**src/rtl/bba_ram.sv**
```systemverilog
module bba_ram #(
   parameter int WIDTH = 64,
   parameter int DEPTH = 64
) (
   input  logic                                        clock,
   input  logic                                        wr_en,
   input  logic [((DEPTH > 1) ? $clog2(DEPTH) : 1)-1:0] wr_addr,
   input  logic [WIDTH-1:0]                            wr_data,
   input  logic [((DEPTH > 1) ? $clog2(DEPTH) : 1)-1:0] rd_addr,
   output logic [WIDTH-1:0]                            rd_data
);

   logic [WIDTH-1:0] mem_ff [DEPTH];
   logic [WIDTH-1:0] rd_data_ff;

   always_ff @(posedge clock) begin
      if (wr_en) begin
         mem_ff[wr_addr] <= wr_data;
      end
      rd_data_ff <= mem_ff[rd_addr];
   end

   assign rd_data = rd_data_ff;

endmodule

```
**config.mk**
```make
export PLATFORM = sky130hd
export DESIGN_NAME = bba_ram
export DESIGN_NICKNAME = d
export VERILOG_FILES = /design/src/rtl/bba_ram.sv
export SDC_FILE = /design/constraint.sdc
export NUM_CORES = 2
export LEC_CHECK = 0
export BUFFER_PORTS_ARGS = -buffer_cell sky130_fd_sc_hd__buf_2
export CAP_MARGIN = 40
export CORE_MARGIN = 4
export CORE_UTILIZATION = 30
export CTS_CLUSTER_DIAMETER = 150
export CTS_CLUSTER_SIZE = 30
export DETAILED_ROUTE_END_ITERATION = 10
export GPL_TIMING_DRIVEN = 1
export RECOVER_POWER = 25
export SLEW_MARGIN = 20
export SYNTH_ARGS = -nofsm -noshare
export SYNTH_HDL_FRONTEND = slang
export SYNTH_SLANG_ARGS = --single-unit
```
**constraint.sdc**
```tcl
create_clock -name clock -period 10.37 [get_ports clock]
set_input_delay 3.111 -clock clock [delete_from_list [all_inputs] [get_ports clock]]
set_output_delay 3.111 -clock clock [all_outputs]
set_load 0.02 [all_outputs]
```
# --- Word-level counts from Yosys, hierarchy flattened ---
# Memory sizes are Yosys's and may differ from the RTL's. A register that Yosys moved wholly into a read port is not among the register bits.
# Index checks and enable logic that the tools add are counted.
classes:
  n_mux: 2
op_table:
  columns: ["operator", "n"]
  rows:
  - ["1-bit two-way mux", 2]
totals:
  mem_bits_rw: 4096
  wordCells: 3
  ff_bits: 0
  mem_count: 1
memory_table:
  columns: ["name", "words", "width", "read_ports", "rd_clocked_by_memory_dff", "wr", "line_no", "rtl"]
  rows:
  - ["mem_ff", 64, 64, 1, 1, 1, "13", "logic [WIDTH-1:0] mem_ff [DEPTH];"]

# --- Depth between registers and ports, before layout ---
depth:
  ltp_word: 2
  depth_mapped: 9

# --- Least setup slack after synthesis ---
# No wires, ideal clock.
synth_path:
  path_type: "input to register"
  startpoint: "input port wr_addr[3] (netlist bit)"
  endpoint: "memory mem_ff[48][0] (enable)"
  slack_ns: 1.823
  t_required_ns: 9.806
  setup_time_ns: 0.564
  cell_stages: 4
  path_buffers: 1
  arrival_ns: 7.983
  path_cell_list: "clkbuf_1 nor2b_1 nand4b_1 nor3_1"
synth_lines:
  columns: ["element", "line_no", "rtl"]
  rows:
  - ["start, declared", "7", "input logic [((DEPTH > 1) ? $clog2(DEPTH) : 1)-1:0] wr_addr,"]
  - ["end, declared", "13", null]
# Straight into the memory's write port.

==> run metrics <==
asr flop ratio synth 0; crit path from rd_addr[2]; metal2 WL 219 mm; Hold Path Origin mem_ff[62][0]; # port buffers 141; antenna violations before repair 56; Hold WS 0.829 ns; met1 WL 173 mm; YS warnings 0; Syn Std Cell Area 0.156 mm2; Avg Inst Size Synth 23.7 um2; Worst-path clk slew 0.11 ns; Vias 73.2k; gpl congestion 0.786; Chip Height 730 um; IO Count 142; CP Class input port to flip-flop; Synth Instances 6,598; # DRC 0; Initial Utilization 0.302; reg-to-reg startpoint mem_ff[8][48]; Worst Path Max Fanout 84; vias in the first global route 73.2k; WL/cell 31.6 um; leading cell type in the layout, fill and taps excluded edfxtp_1; width of the die 730 um; status finished with violations; worst-margin pin slew 3.27 ns; fmax 170 MHz; Final Max Tran Viols 2,252; core box area 0.518 mm2; Final Cell Area 0.173 mm2; met3 WL 34.4 mm; Iteration-0 DRC Markers 9,918; dpl hpwl 260 mm; clock skew 0.0753 ns; dpl cells 13.6k; #FFs+latches synth 4,160; hold_buf cts 0; Bufs and invs on worst path 3; unrepaired setup endpoints after global routing no; DIE AREA 0.533 mm2; # clock sinks 4,160; Synth area leader edfxtp_1; Critical Path AT 6.65 ns; Clock Root Buffer clkbuf_16; number of synthesized flops with an enable pin 4,096; Hold Vio Cnt, Final 0; max incr delay on CP 0.63 ns; Cell variety after synth 33; endpoints failing setup 0; Crit. End Element flip-flop; max-cap violations 43; Via density 5.27; Top delay family on crit path buffers and inverters; pwr dens 165 mW/mm2; dpl cell area 0.168 mm2; total wire length 439 mm; relative slew slack -1.18; highest-delay cell along the critical path and2_4; Critical Path, Cell by Cell buf_8 > buf_12 > and2_4 > buf_12 > a22o_1 > nor2_1 > a211oi_1; Final period util 0.567; PostCTS Resize Cnt 0; Synth top area share 0.787; violated checks capacitance limit, slew limit; Layout area overhead 10.6%; register area share after synthesis 0.795; total power draw 28.5 mW; fill cell count 47.7k; Required @ worst endpoint 11.13 ns; syn nets 6,676; first-pass GRT wire length 608 mm; Final min period 5.88 ns; first-pass detailed-route iteration total 5; Peak VDD IR 0.118 mV; largest net degree at the start of global routing 125; Final TNS setup 0 ns; GRT Total Usage 0.161; H-tree levels 4; CTS tree done; ys flop type edfxtp_1; Nets 6,925; Setup crit start kind input port; Post-CTS Setup Inserts 0; Non-Filler Instances 13.9k; layout cells sized above 1 0.243; ANT nets after route 0; clk_lat worst skew 0.94 ns; Leak 51.2 nW; most frequent cells in the layout edfxtp_1 (4,096), mux4_2 (1,024), buf_4 (181), clkbuf_1 (175), a22oi_1 (168); TritonCTS Buffers 161; Hold Crit Class flip-flop to flip-flop; Overflow after GRT 0; Max clock buf depth 4; main area contributors after synthesis edfxtp_1 (79%), mux4_2 (15%), mux2i_1 (0.86%); highest routed layer met5; Worst path most repeated cell buf_12; cell row count 264
[layer usage]
layer	GRT usage	vias up
li1	-	28700
met1	0.216	40600
met2	0.271	3381
met3	0.0256	517
met4	0.0454	18
met5	0	-
[worst paths after layout]
kind	endpoint	slack, ns	depth (start not counted)
setup / recovery	rd_data[51]	4.49	7
hold / removal	rd_data[0]	0.83	4
setup reg to reg	rd_data[48]	7.94	5
hold reg to reg	rd_data[0]	0.83	4
[synthesized netlist by cell type, drive strengths merged, types with 45 or more instances]
master  instances
mux2i         135
o22ai          83
mux4         1024
a211oi         63
buf           230
nand2          58
a22oi         168
clkbuf        140
and3           64
a22o           88
nand3          45
nor2          112
dfxtp          64
edfxtp       4096
[sequential cells by signal, summed over array words and instances, names as in the netlist]
name,cells
mem_ff,4096
rd_data,64
[final cells by class]
type,count,area [um2],area share
Tap cell,6916,8650,0.0500
Clock inverter,9,170,0.000984
Sequential cell,4160,124000,0.719
Multi-Input combinational cell,2049,30800,0.178
Timing Repair Buffer,456,4340,0.0251
Inverter,19,71.3,0.000412
Antenna cell,24,60.1,0.000347
Clock buffer,268,4540,0.0262
[where the power goes]
part           internal [mW]  total (mW)  switching [mW]
combinational          0.599        1.71            1.11
sequential              18.6        18.7           0.111
clock                   3.09        8.07            4.98
total                   22.3        28.5            6.20
[tightest hold or removal path, delay by kind of cell (launching register included)]
family           cells  cell delay [ns]
flip-flops           1             0.33
multiplexers         1             0.22
AND/OR/NAND/NOR      2             0.22
AO/OA/AOI/OAI        1             0.07
[cell families (layout without fill, tap and decap cells)]
family          Yosys count  count (layout)  share of synthesized area
simple gates            386             386                     0.0124
other cells               0              24                          0
flops                  4160            4160                      0.795
mux                    1159            1159                      0.156
buf+inv                 389             752                     0.0118
compound gates          504             504                     0.0248
[stage by stage]
step | util | setup WS, ns
5_1_grt | 0.334 | 4.41
2_1_floorplan | - | 1.82
3_5_place_dp | 0.325 | 3.54
3_3_place_gp | 0.321 | 3.51
6_report | 0.334 | 4.49
4_1_cts | 0.334 | 4.56
(Power assumes the default switching activity.)
