File: config.mk
export PLATFORM = sky130hd
export DESIGN_NAME = bba_pick
export DESIGN_NICKNAME = d
export VERILOG_FILES = /design/src/rtl/bba_pkg.sv /design/src/rtl/bba_pick.sv
export SDC_FILE = /design/constraint.sdc
export NUM_CORES = 1
export LEC_CHECK = 0
export BUFFER_PORTS_ARGS = -buffer_cell sky130_fd_sc_hd__buf_2
export CELL_PAD_IN_SITES_DETAIL_PLACEMENT = 0
export CELL_PAD_IN_SITES_GLOBAL_PLACEMENT = 1
export CORE_UTILIZATION = 24
export DETAILED_ROUTE_END_ITERATION = 10
export PLACE_DENSITY_LB_ADDON = 0.12
export SYNTH_ARGS = -nofsm -noshare
export SYNTH_HDL_FRONTEND = slang
export SYNTH_SLANG_ARGS = --single-unit
export TNS_END_PERCENT = 20
File: constraint.sdc
create_clock -name vclk -period 4.12
set_input_delay 0.412 -clock vclk [all_inputs]
set_output_delay 0.412 -clock vclk [all_outputs]
set_load 0.005 [all_outputs]
File: src/rtl/bba_pkg.sv
package bba_pkg;

   localparam int WORD_BITS = 64;
   localparam int BIT_W     = 6;
   localparam int BLK_W     = 12;
   localparam int CNT_W     = 7;

   localparam logic [1:0] OP_MARK_USED = 2'd0;
   localparam logic [1:0] OP_MARK_FREE = 2'd1;
   localparam logic [1:0] OP_FIND      = 2'd2;
   localparam logic [1:0] OP_CLEAR     = 2'd3;

   localparam logic STATUS_DONE  = 1'b0;
   localparam logic STATUS_SHORT = 1'b1;

   typedef struct packed {
      logic                 any;
      logic [BIT_W-1:0]     idx;
      logic [WORD_BITS-1:0] rest;
   } pick_type;

endpackage

File: src/rtl/bba_pick.sv
module bba_pick (
   input  logic [bba_pkg::WORD_BITS-1:0] mask,
   output bba_pkg::pick_type             pick
);

   logic [bba_pkg::BIT_W-1:0] idx;

   // lowest free bit of the word
   always_comb begin
      idx = '0;
      for (int i = bba_pkg::WORD_BITS - 1; i >= 0; i--) begin
         if (mask[i]) begin
            idx = bba_pkg::BIT_W'(i);
         end
      end
   end

   assign pick.any  = |mask;
   assign pick.idx  = idx;
   assign pick.rest = mask & (mask - bba_pkg::WORD_BITS'(1));

endmodule

* Word-level counts from Yosys, hierarchy flattened
Index checks and enable logic that the tools add are counted.
Widths: inputs -> output; s select.
** Operators by class
- Reduce and logical (&&, ||, !) cells :: 1
- Bitwise logic cells :: 1
- Muxes and demuxes :: 64
- Add/sub/neg operators :: 1
** Operators by type and width (count)
- $mux 6 :: 64
- $and 64x64->64 :: 1
- $reduce_or 64->1 :: 1
- $sub 64x1->64 const B :: 1
** Word-level totals
- Output and inout port bits :: 71
- Register bits after elaboration :: 0
- Bits of input ports :: 64
- Logic and storage cells :: 67

* Longest topological paths before layout
Gate-level depths: netlist (run 1).
- Depth in word-level cells :: 64
- Depth in mapped cells :: 8
- Depth with buffers taken out :: 6

* Worst setup path before layout (run 1)
OpenSTA, ideal clock, no wires.
- Path kind :: input-to-output
- Start :: input port mask[24] (netlist name)
- End :: output port pick[59] (netlist name)
- Slack :: 507 ps
- Buffers on the path :: 1
- Data required time :: 3708 ps
- Stages on the path :: 7
- Arrival time :: 3201 ps
- Cell sequence :: or4_4 -> or4_1 -> or4_4 -> or4_4 -> or4_1 -> clkbuf_2 -> o41a_1
** RTL lines
- start, declared :: line bba_pick.sv:2 : input logic [bba_pkg::WORD_BITS-1:0] mask,
- end, declared :: line bba_pick.sv:3 : output bba_pkg::pick_type pick

==> out/metrics.cfg, run 1 <==
[job]
maxCapViolations = 0

[synth]
yosys.area.top_type = nor2_1
synth_seq_area_share_pct = 0
syn_area_mm2 = 0.001523
synth_fa_ha_area_share_pct = 0
synthXorXnorAreaFrac_pct = 0
synth_cell_types = 42
synthMuxAreaShare_pct = 0
synth.avg_cell_area_um2 = 5.857
synth_top_family_by_area = simple AND/OR/NAND/NOR gates
netlist.area_leader.share_pct = 10.60
syn-num-nets = 324
syn_inst = 260
yosysWarnings = 0
synth_compound_area_share_pct = 43.47
yosys.area_share.simple_pct = 51.27
synth.area.top_cells = nor2_1 11%, nor4_1 7.8%, a21oi_1 6.9%

[power]
clockPowerShare_pct = 0
power.leakage_nw = 1.011
p_int_mw = 0.08220
vdd_drop_max_mv = 0.03986
p_sw_share_pct = 54.80
combinationalPowerShare_pct = 100.0
switchingPower_mw = 0.09966
pwr_density_cell_mw_per_mm2 = 77.89
seqPwrFrac_pct = 0

[timing]
setup_violations = 0
fin_setup_tns_ns = 0
hold_slack_ns = 1.122
rsz0062_at_grt = no
drv_slew = 0
relSlewSlack_pct = 59.24
hold_viol = 0
fmax_mhz = 246.9
period_share_pct = 98.29
timing.final.ws_setup_ns = 0.07055
tightest_slew_ns = 0.6058
period_needed_ns = 4.049

[clock_tree]
holdBufCountCts = 0
cts_resized = 0
postCtsSetupRepairBufs = 0

[setup_path]
cp_max_fo = 7
cp-end-kind = primary output
critPathKind = in2out
required_ns = 3.71
start_kind = input port
arrival_ns = 3.64

[layout]
fillers = 731
nClkBuffers = 0
final_common_cell = buf_2
drive_gt1_share_pct = 40.60
num-nets-final = 465
fin_cells = 474
final_cell_mix = 134 x buf_2, 43 x nor2_1, 21 x a21oi_1
syn_to_final_growth_pct = 53.33
post-route-util_pct = 38.75
num_antenna_cells = 0
regArea_um2 = 0
design.seq.count = 0

[floorplan]
start_util_pct = 25.27
io_pins = 135
fp.coreArea_mm2 = 0.006026
rows = 28
die_width_um = 81.66
dieArea_mm2 = 0.006668
fp.dieH_um = 81.66

[routing]
wl_per_cell_um = 14.35
vias = 2570
drc = 0
detail_route.first_pass.iterations = 4
drt_iter0_drc = 115
viasPerCell = 5.422
wl_um = 6804
postRouteAntennaNets = 0

[global_route]
grt_pass1_vias = 2193
grt_first_pass_wirelength_um = 10120
grt_max_degree = 10
antenna_found_initial = 0
track_usage_pct = 18.68
grt.overflow.total = 0

[placement]
hpwl_um = 5712
port_buffers = 134
gp_congestion = 0.7962
dp_cells = 474
place_ws_ns = 0.09771

[min_path]
hp-class = in2out

[status]
status = complete, no violations

[layout make-up]
type | instances | area, µm² | share of cell area (%)
inverters | 15 | 56.30 | 2.412
multi-input cells | 241 | 1446 | 61.95
well taps | 75 | 93.84 | 4.019
repair buffers | 143 | 738.2 | 31.62
[synth_stat cells, drive strengths merged (6+ instances only)]
cell	n
a21oi	21
a31oi	7
and2	16
inv	15
nand2	19
nand3	8
nor2	43
nor3	11
nor4	19
o21a	14
o21ai	11
o31a	13
o31ai	6
or4	10
[worst max-delay path, cell delays in order]
cell and delay, ns:
buf_2 0.12, or4_4 0.53, or4_1 0.53, or4_4 0.55, or4_4 0.47, or4_1 0.55, o41a_1 0.35, buf_2 0.13
[stage by stage]
stage / total power [mW] / cell area (µm²)
3_3_place_gp: 0.1819 / 2335
6_report: 0.1819 / 2335
2_1_floorplan: 0.07221 / 1523
3_5_place_dp: 0.1808 / 2335
4_1_cts: 0.1820 / 2335
5_1_grt: 0.2031 / 2335
[power groups by stage]
stage                     registers [mW]  logic (mW)  clock network, mW
final                                  0       0.182                  0
after global routing                   0       0.203                  0
after CTS                              0       0.182                  0
after detailed placement               0       0.181                  0
after global placement                 0       0.182                  0
after floorplan                        0      0.0722                  0
[logic make-up after synthesis]
group / Yosys count
AO/OA/AOI/OAI: 93
buffers and inverters: 19
other: 1
AND/OR/NAND/NOR: 147
[final timing paths]
path / slack (ns) / to / startpoint / depth (start not counted)
setup / recovery: 0.07 / pick[59] / mask[24] / 8
hold / removal: 1.12 / pick[41] / mask[41] / 3
[routing by layer]
layer | share of wire [%] | vias to the layer above | global-route usage, %
met2 | 46 | 97 | 33.33
li1 | - | 1301 | -
met4 | 1.1 | 0 | 2.456
met1 | 46 | 1164 | 25.10
met3 | 6.3 | 8 | 1.000
met5 | 0 | - | 0
Note: power is estimated with default switching activity, not from simulation.
==> inputs of run 2 (changes only) <==
--- a/config.mk
+++ b/config.mk
@@ -10,7 +10,7 @@
 export CELL_PAD_IN_SITES_GLOBAL_PLACEMENT = 1
 export CORE_UTILIZATION = 24
 export DETAILED_ROUTE_END_ITERATION = 10
-export PLACE_DENSITY_LB_ADDON = 0.12
+export PLACE_DENSITY_LB_ADDON = 0.1
 export SYNTH_ARGS = -nofsm -noshare
 export SYNTH_HDL_FRONTEND = slang
 export SYNTH_SLANG_ARGS = --single-unit
==> run 2 against run 1 <==
Sequential share of layout area is the same. Maximum frequency grew 1.1%. Worst setup slack gained 0.044 ns. Wire length shrank 1.3%. Largest cell class unchanged.
==> out/metrics.cfg, run 2 (synthesis gave the netlist of run 1 again) <==
[status]
status = complete, no violations

[floorplan]
io_pins = 135
dieArea_mm2 = 0.006668
fp.dieH_um = 81.66
start_util_pct = 25.27
rows = 28
fp.coreArea_mm2 = 0.006026
die_width_um = 81.66

[layout]
final_cell_mix = 134 x buf_2, 43 x nor2_1, 21 x a21oi_1
regArea_um2 = 0
post-route-util_pct = 38.87
design.seq.count = 0
fillers = 722
num_antenna_cells = 0
nClkBuffers = 0
drive_gt1_share_pct = 40.75
final_common_cell = buf_2
final_area_mm2 = 0.002342
syn_to_final_growth_pct = 53.82
num-nets-final = 466

[setup_path]
cp-end-kind = primary output
critical-path-max-stage-delay_ns = 0.55
slowest_stage = or4_4
start_kind = input port
arrival_ns = 3.59
crit_top_cell = or4_4
crit_buf_inv = 2
endpoint = pick[59]
critPathKind = in2out
crit_cells = 8
required_ns = 3.71
cp_max_fo = 7
crit_family = simple AND/OR/NAND/NOR gates
worstPathCellList = buf_2, or4_4, or4_1, or4_4, or4_4, or4_1, o41a_1, buf_2
cp-startpoint = mask[24]

[global_route]
grt_max_degree = 10
grt_pass1_vias = 2099
grt_first_pass_wirelength_um = 10120
antenna_found_initial = 0
track_usage_pct = 18.68
grt.overflow.total = 0

[timing]
relSlewSlack_pct = 61.89
hold_slack_ns = 1.135
period_needed_ns = 4.006
fin_setup_tns_ns = 0
tightest_slew_ns = 0.5664
drv_slew = 0
fmax_mhz = 249.6
rsz0062_at_grt = no
timing.final.ws_setup_ns = 0.1143
period_share_pct = 97.23
hold_viol = 0
setup_violations = 0

[placement]
port_buffers = 134
place_ws_ns = 0.1198
gp_congestion = 0.8629
hpwl_um = 5682
place_area_mm2 = 0.002342

[power]
p_int_mw = 0.08288
switchingPower_mw = 0.09945
p_sw_share_pct = 54.54
power.leakage_nw = 1.016
clockPowerShare_pct = 0
pwr_density_cell_mw_per_mm2 = 77.85
seqPwrFrac_pct = 0
vdd_drop_max_mv = 0.03140
combinationalPowerShare_pct = 100.0

[routing]
wl_um = 6714
vias = 2567
detail_route.first_pass.iterations = 4
wl_per_cell_um = 14.13
postRouteAntennaNets = 0
drt_iter0_drc = 52
viasPerCell = 5.404
drc = 0

[clock_tree]
cts_resized = 0
holdBufCountCts = 0
postCtsSetupRepairBufs = 0

[job]
maxCapViolations = 0

[min_path]
hp-class = in2out

-- run 2: cell count changes in the layout (fill, tap and decap cells not counted), sizes merged --
cell | before | now
buf | 143 | 144
-- run 2: how the worst min path moves through the flow --
stage | from | endpoint | slack [ns] | cells past startpoint
floorplan | mask[1] | pick[65] | 0.87 | 1
global placement | mask[1] | pick[65] | 1.13 | 3
detailed placement | mask[47] | pick[47] | 1.13 | 3
CTS | mask[47] | pick[47] | 1.13 | 3
global route | mask[45] | pick[45] | 1.15 | 3
finish | mask[47] | pick[47] | 1.13 | 3
-- run 2: metal layers --
layer / part of all wire (%) / GRT usage, %
met1: 50 / 29.08
met2: 44 / 29.58
met3: 6.4 / 0.7778
met4: 0 / 0
met5: 0 / 0
-- run 2: layout make-up --
cell class / count / area, µm² / share of cell area (%)
inverter: 15 / 56.30 / 2.404
tap: 75 / 93.84 / 4.006
multi-input combinational: 241 / 1446 / 61.75
timing repair buffer: 144 / 745.7 / 31.84
-- run 2: tightest hold or removal path, cell delays in order --
cell and delay [ns]:
buf_2 0.10, o21a_1 0.11, buf_2 0.10
-- run 2: power by group through the flow --
| stage | logic [mW] | clock network [mW] | registers (mW) |
|---|---|---|---|
| final | 0.182 | 0 | 0 |
| after global placement | 0.183 | 0 | 0 |
| after floorplan | 0.0722 | 0 | 0 |
| after CTS | 0.182 | 0 | 0 |
| after global routing | 0.205 | 0 | 0 |
| after detailed placement | 0.181 | 0 | 0 |
-- run 2: metrics by stage --
step	instances	power, mW
final	475	0.1823
after CTS	475	0.1824
after floorplan	260	0.07221
after global placement	475	0.1826
after detailed placement	475	0.1812
after global routing	475	0.2054
